## src/hdl/text_console_char_writer_unit_assert.svh

```systemverilog
// assertion macros used by the console writer top level
`ifndef TEXT_CONSOLE_CHAR_WRITER_UNIT_ASSERT_SVH
`define TEXT_CONSOLE_CHAR_WRITER_UNIT_ASSERT_SVH
`ifndef ASSERT_OFF
// checked only while out of reset
`define TCCW_ASSERT(lbl, prop, msg) \
    lbl: assert property (@(posedge clk) disable iff (!rst_n) prop) else $error(msg);
// checked at every edge, reset included
`define TCCW_ASSERT_ALWAYS(lbl, prop, msg) \
    lbl: assert property (@(posedge clk) prop) else $error(msg);
`else
`define TCCW_ASSERT(lbl, prop, msg)
`define TCCW_ASSERT_ALWAYS(lbl, prop, msg)
`endif
`endif

```

## src/hdl/tccw_pkg.sv

```systemverilog
// package: geometry, codes and item layouts of the text console writer
`timescale 1ns / 1ps
package tccw_pkg;

    // screen geometry
    localparam int WIDTH  = 80;
    localparam int HEIGHT = 25;
    localparam int CELLS  = WIDTH * HEIGHT;
    localparam int COPY_N = WIDTH * (HEIGHT - 1);

    localparam int COL_W  = $clog2(WIDTH);
    localparam int ROW_W  = $clog2(HEIGHT);
    localparam int ADDR_W = $clog2(CELLS);
    localparam int CNT_W  = $clog2(CELLS + 1);

    // field widths
    localparam int CMD_W    = 2;
    localparam int CHAR_W   = 8;
    localparam int ATTR_W   = 8;
    localparam int CELL_W   = 16;
    localparam int POS_X_W  = 7;
    localparam int POS_Y_W  = 5;
    localparam int OFF_W    = 11;

    // character codes
    localparam logic [CHAR_W-1:0] CH_BS    = 8'h08;
    localparam logic [CHAR_W-1:0] CH_TAB   = 8'h09;
    localparam logic [CHAR_W-1:0] CH_LF    = 8'h0a;
    localparam logic [CHAR_W-1:0] CH_CR    = 8'h0d;
    localparam logic [CHAR_W-1:0] CH_SPACE = 8'h20;
    localparam logic [CHAR_W-1:0] CH_DEL   = 8'h7f;

    localparam logic [ATTR_W-1:0] ATTR_RESET  = 8'h17;
    localparam logic [CELL_W-1:0] RESET_BLANK = {ATTR_RESET, CH_SPACE};

    localparam int TAB_STOP = 8;
    localparam int TAB_SH   = $clog2(TAB_STOP);

    typedef enum logic [CMD_W-1:0] {
        CMD_PUT   = 2'd0,
        CMD_GOTO  = 2'd1,
        CMD_CLEAR = 2'd2,
        CMD_READ  = 2'd3
    } cmd_t;

    typedef enum logic [2:0] {
        ST_INIT,
        ST_IDLE,
        ST_EXEC,
        ST_RD_WAIT,
        ST_SCROLL,
        ST_FILL,
        ST_DONE
    } state_t;

    // last field in the lowest bits
    typedef struct packed {
        logic [POS_Y_W-1:0] pos_y;
        logic [POS_X_W-1:0] pos_x;
        logic [CHAR_W-1:0]  char_code;
        logic [CMD_W-1:0]   command;
    } in_item_t;

    typedef struct packed {
        logic               scrolled;
        logic [CELL_W-1:0]  cell_data;
        logic [OFF_W-1:0]   cursor_offset;
        logic [POS_Y_W-1:0] cursor_y;
        logic [POS_X_W-1:0] cursor_x;
    } out_item_t;

    localparam int IN_TDATA_W  = (($bits(in_item_t) + 7) / 8) * 8;
    localparam int OUT_TDATA_W = (($bits(out_item_t) + 7) / 8) * 8;

endpackage

```

## src/hdl/tccw_addr_unit.sv

```systemverilog
// shared cell address unit: row * width + column
`timescale 1ns / 1ps
module tccw_addr_unit (
    input  logic [tccw_pkg::ROW_W-1:0]  row,
    input  logic [tccw_pkg::COL_W-1:0]  col,
    output logic [tccw_pkg::ADDR_W-1:0] addr
);
    import tccw_pkg::*;

    assign addr = ADDR_W'(32'(row) * WIDTH + 32'(col));

endmodule

```

## config.mk

```make
export PLATFORM = sky130hd
export DESIGN_NAME = tccw_addr_unit
export DESIGN_NICKNAME = d
export VERILOG_FILES = /design/src/hdl/text_console_char_writer_unit_assert.svh /design/src/hdl/tccw_pkg.sv /design/src/hdl/tccw_addr_unit.sv
export SDC_FILE = /design/constraint.sdc
export NUM_CORES = 1
export LEC_CHECK = 0
export BUFFER_PORTS_ARGS = -buffer_cell sky130_fd_sc_hd__buf_2
export CORE_AREA = 4 4 41 43
export DETAILED_ROUTE_END_ITERATION = 10
export DIE_AREA = 0 0 45 47
export PLACE_DENSITY = 0.62
export SYNTH_ARGS = -nofsm -noshare
export SYNTH_HDL_FRONTEND = slang
export SYNTH_SLANG_ARGS = --single-unit
export TNS_END_PERCENT = 20
```

## constraint.sdc

```tcl
create_clock -name vclk -period 2
set_input_delay 0.2 -clock vclk [all_inputs]
set_output_delay 0.2 -clock vclk [all_outputs]
set_load 0.005 [all_outputs]
```

==> metrics.cfg, run 1 <==
[sta]
final.setup.tns_ps = -16.7
hold_viol = 0
min_period_over_period = 1.01
rsz0062_at_grt = yes
timing.fmax_ghz = 0.496
period_needed_ps = 2020
slew_headroom = 0.856
worst_slack_ps = -16.7
setup_viol = 1
report.final.slew_viol_count = 0
whs_ps = 400
tightest_slew_ps = 216

[placement]
io_buffers = 15
place_inst = 63
place_area_um2 = 403
pre_cts_ws_ps = -220
gp_congestion = 0.743
dp_hpwl_um = 538

[global_routing]
grt_pass1_wl_um = 1080
antenna_found_initial = 0
gr-total-overflow = 0
grt_max_degree = 5
grt_usage = 0.0662
grt_pass1_vias = 282

[synthesis]
syn_area_per_cell_um2 = 9.48
ys_types = 10
seq_area_frac_synth = 0
yosysTopAreaCell = ha_1
synth-simple-area-share = 0.0596
synth_area_um2 = 294
syn_inst = 31
yosysTopAreaCellShare = 0.383
ys_warn_count = 0
synth_top_family_by_area = adder cells
synth_fa_ha_area_frac = 0.519
yosys-top-cells-area = ha_1, fa_1, xnor2_1, buf_4, xor2_1
synth_xor_area_frac = 0.209
synth_nets = 54
synth_compound_area_frac = 0.111
yosys-mux-area-fraction = 0

[routing]
remaining_drc_errors = 0
highest_layer = met3
routedLengthMet1_um = 271
avgRoutedWirePerCell_um = 9.38
drtPass1Iterations = 1
met3_length_um = 55
dr_wl_met2_um = 284
vias = 271
wl_um = 610
dr.first_iter.drc_count = 0
via_per_inst = 4.17
ant_nets = 0

[worst_setup_path]
crit_required_ps = 1800
crit_path_start_kind = primary input
arrival_ps = 1820
criticalPathCategory = in2out
cp_max_fo = 3
cp-end-kind = output pin

[finish]
final_nets = 75
stdcell_area_um2 = 484
clkbuf_count = 0
syn_to_final_growth_pct = 64.7
num-fill-cells = 144
register_area_um2 = 0
diodes = 0
drive_above_1_share = 0.580
final_cells = 65
final_core_util = 0.372
seq_cells = 0

[power]
power_frac_seq = 0
swShare = 0.411
internal-power_mw = 0.105
power.total_mw = 0.178
power_frac_clock = 0
p_leak_nw = 0.249
comb_power_share = 1.000
switchingPower_mw = 0.0729
cellPowerDensity_nw_per_um2 = 367
vdd_ir_drop_max_v = 0.000173

[status]
run_status = finished with violations
violations = negative setup slack

[run]
drv_cap = 0

[floorplanning]
core_um2 = 1300
die_w_um = 45
num_rows = 13
start_util = 0.226
io_pins = 23
die-area_um2 = 2120
fp.dieH_um = 47

[hold_path]
hold_path_depth = 0
hp-class = in2out

-- routing by layer --
layer / vias up / GRT usage
met1: 120 / 0.0882
li1: 142 / -
met3: 0 / 0.00766
met2: 9 / 0.121
met5: - / 0
met4: 0 / 0
-- final timing paths --
path               start        to
setup / recovery  row[3]  addr[10]
hold / removal    col[1]   addr[1]
-- area by class of cell --
type,instances,area (µm²),area share
tap,15,18.8,0.0388
multi-input combinational,27,314,0.649
timing repair buffer,23,151,0.313
-- cell usage after synthesis --
library cell / number
a21o_1: 3
a21oi_1: 2
buf_4: 4
fa_1: 2
ha_1: 9
nand2_1: 2
nand4_1: 1
nor2_1: 1
xnor2_1: 4
xor2_1: 3
-- cells in the final DEF (no fill, tap or decap), drive strengths merged --
| cell | netlist | final |
|---|---|---|
| a21o | 3 | 3 |
| xor2 | 3 | 3 |
| ha | 9 | 9 |
| nand2 | 2 | 2 |
| buf | 4 | 23 |
| a21oi | 2 | 2 |
| xnor2 | 4 | 4 |
| nor2 | 1 | 1 |
| fa | 2 | 2 |
| nand4 | 1 | 1 |
-- critical path: stages --
cell     delay, ps
buf_8          100
ha_4           230
ha_4           160
fa_2           550
nand4_1        110
xnor2_1        210
xnor2_1        130
buf_2          130
-- what timing repair did --
item                       CTS  global route
buffers inserted             2             0
pin swaps                    7             5
hold endpoints to repair     0             0
resized for setup           10             1
hold buffers                 0             0
setup endpoints to repair    2             2
-- power by group through the flow --
| stage | registers [mW] | clock network, mW | logic, mW |
|---|---|---|---|
| floorplan | 0 | 0 | 0.0889 |
| global placement | 0 | 0 | 0.150 |
| detailed placement | 0 | 0 | 0.152 |
| CTS | 0 | 0 | 0.178 |
| global route | 0 | 0 | 0.203 |
| finish | 0 | 0 | 0.178 |
-- kinds of logic after synthesis --
logic type	Yosys count
buf+inv	4
compound gates	5
fa+ha+maj	11
simple gates	4
xor+xnor	7
No activity file was read; power rests on OpenSTA's default activity.
==> run 2, diff against run 1 <==
CELL_PAD_IN_SITES_DETAIL_PLACEMENT = 1   (was default)
CELL_PAD_IN_SITES_GLOBAL_PLACEMENT = 1   (was default)
PLACE_DENSITY = 0.8   (was 0.62)
==> run 2 against run 1 <==
Net effect:
- the flow still finishes with violations (negative setup slack)
- utilization grew 2.2 points
- combinational power grew 15%
- first-iteration DRC count is the same
- count of clock-buffer cells in the layout is the same
- die area is the same
- worst setup slack lost 50 ps
- critical path depth grew 1
- non-clock buffer count grew 2
==> metrics.cfg, run 2 (same netlist as run 1, synthesis figures left out) <==
[hold_path]
hp-class = in2out

[sta]
timing.fmax_ghz = 0.484  ; -2.4%
whs_ps = 400  ; unchanged
worst_slack_ps = -66.5  ; -49.7 ps
setup_viol = 2  ; +1
slew_headroom = 0.834  ; -0.0218
period_needed_ps = 2070  ; +49.7 ps
rsz0062_at_grt = yes
min_period_over_period = 1.03  ; +0.0249
tightest_slew_ps = 248  ; +32.7 ps
report.final.slew_viol_count = 0  ; unchanged
hold_viol = 0  ; unchanged

[routing]
avgRoutedWirePerCell_um = 12.6  ; +34%
via_per_inst = 4.30  ; +3.1%
vias = 288  ; +6.3%
dr.first_iter.drc_count = 0  ; unchanged
remaining_drc_errors = 0  ; unchanged
wl_um = 843  ; +38%
ant_nets = 0  ; unchanged
drtPass1Iterations = 1  ; unchanged

[power]
cellPowerDensity_nw_per_um2 = 397  ; +8.4%
vdd_ir_drop_max_v = 0.000138  ; -20%
p_leak_nw = 0.262  ; +5.0%

[placement]
io_buffers = 15  ; unchanged
dp_hpwl_um = 642  ; +19%
place_inst = 64  ; +1.6%
gp_congestion = 0.780  ; +5.0%

[floorplanning]
num_rows = 13  ; unchanged
die_w_um = 45  ; unchanged
io_pins = 23  ; unchanged
core_um2 = 1300  ; unchanged
fp.dieH_um = 47  ; unchanged
die-area_um2 = 2120  ; unchanged
start_util = 0.226  ; unchanged

[worst_setup_path]
criticalPathCategory = in2out
cp_max_fo = 2  ; -1
crit_slowest_cell = fa_2
crit_required_ps = 1800  ; about the same
path_cells = buf_8, ha_4, ha_4, fa_2, xor2_2, nand4_1, xnor2_1, xnor2_1, buf_2
crit_path_start_kind = primary input
arrival_ps = 1870  ; +50 ps
critPathMaxStageDelay_ps = 350  ; -200 ps
cp-end-kind = output pin

[run]
drv_cap = 0  ; unchanged

[finish]
diodes = 0  ; unchanged
final_nets = 77  ; +2.7%
drive_above_1_share = 0.635  ; +0.0546
seq_cells = 0  ; unchanged
layout_commonest_cell = buf_2
num-fill-cells = 156  ; +8.3%
syn_to_final_growth_pct = 74.5
multi_input_area_um2 = 320  ; +2.0%
clkbuf_count = 0  ; unchanged
register_area_um2 = 0  ; unchanged
final_cell_mix = buf_2, buf_4, ha_1, xnor2_1
final_cells = 67  ; +3.1%

[global_routing]
grt_max_degree = 5  ; unchanged
grt_usage = 0.0748  ; +0.00856
grt_pass1_vias = 302  ; +7.1%
gr-total-overflow = 0  ; unchanged
grt_pass1_wl_um = 1240  ; +14%
antenna_found_initial = 0  ; unchanged

[status]
run_status = finished with violations
violations = negative setup slack

## run 2: cell count changes in the layout (fill, tap and decap cells not counted), sizes merged
cell | before | now
buf | 23 | 25
## run 2: path summary, 6_finish.rpt
path       end  slack, ps  cells past startpoint    from
max   addr[10]        -70                      9  row[3]
min    addr[1]        400                      0  col[1]
## run 2: metal layers
layer  part of all wire  track usage  vias up
met3              0.042            0        0
li1                   -            -      147
met5                  0            0        -
met2               0.55        0.158        7
met1               0.41       0.0878      134
met4                  0            0        0
## run 2: timing repair
| item | CTS | global route |
|---|---|---|
| gates resized for setup | 10 | 5 |
| endpoints found under the hold margin | 0 | 0 |
| hold buffers | 0 | 0 |
| setup buffers | 2 | 1 |
| endpoints found under the setup margin | 2 | 2 |
| pin swaps | 7 | 5 |
## run 2: area by class of cell
cell class / instances / share of cell area
multi-input combinational: 27 / 0.624
timing repair buffer: 25 / 0.339
tap: 15 / 0.0366
## run 2: critical path: cells and delay by family
kind / cells / cell delay [ps]
adders and majority gates: 3 / 740
and+or+nand+nor: 1 / 130
buffers and inverters: 2 / 260
xor gates and xnor gates: 3 / 530
## run 2: where the power goes
part | internal, mW | switching, mW
logic | 0.120 | 0.0841
clock network | 0 | 0
registers | 0 | 0
## run 2: metrics by stage
stage | setup TNS [ps] | setup WS, ps | util | area, µm² | total power, mW
after global placement | -207 | -189 | 0.315 | 410 | 0.152
after global routing | -240 | -162 | 0.394 | 513 | 0.228
final | -86.6 | -66.5 | 0.394 | 513 | 0.204
after detailed placement | -301 | -266 | 0.315 | 410 | 0.157
after floorplan | 0 | 82.8 | - | 294 | 0.0889
after CTS | -52.8 | -52.8 | 0.372 | 484 | 0.188
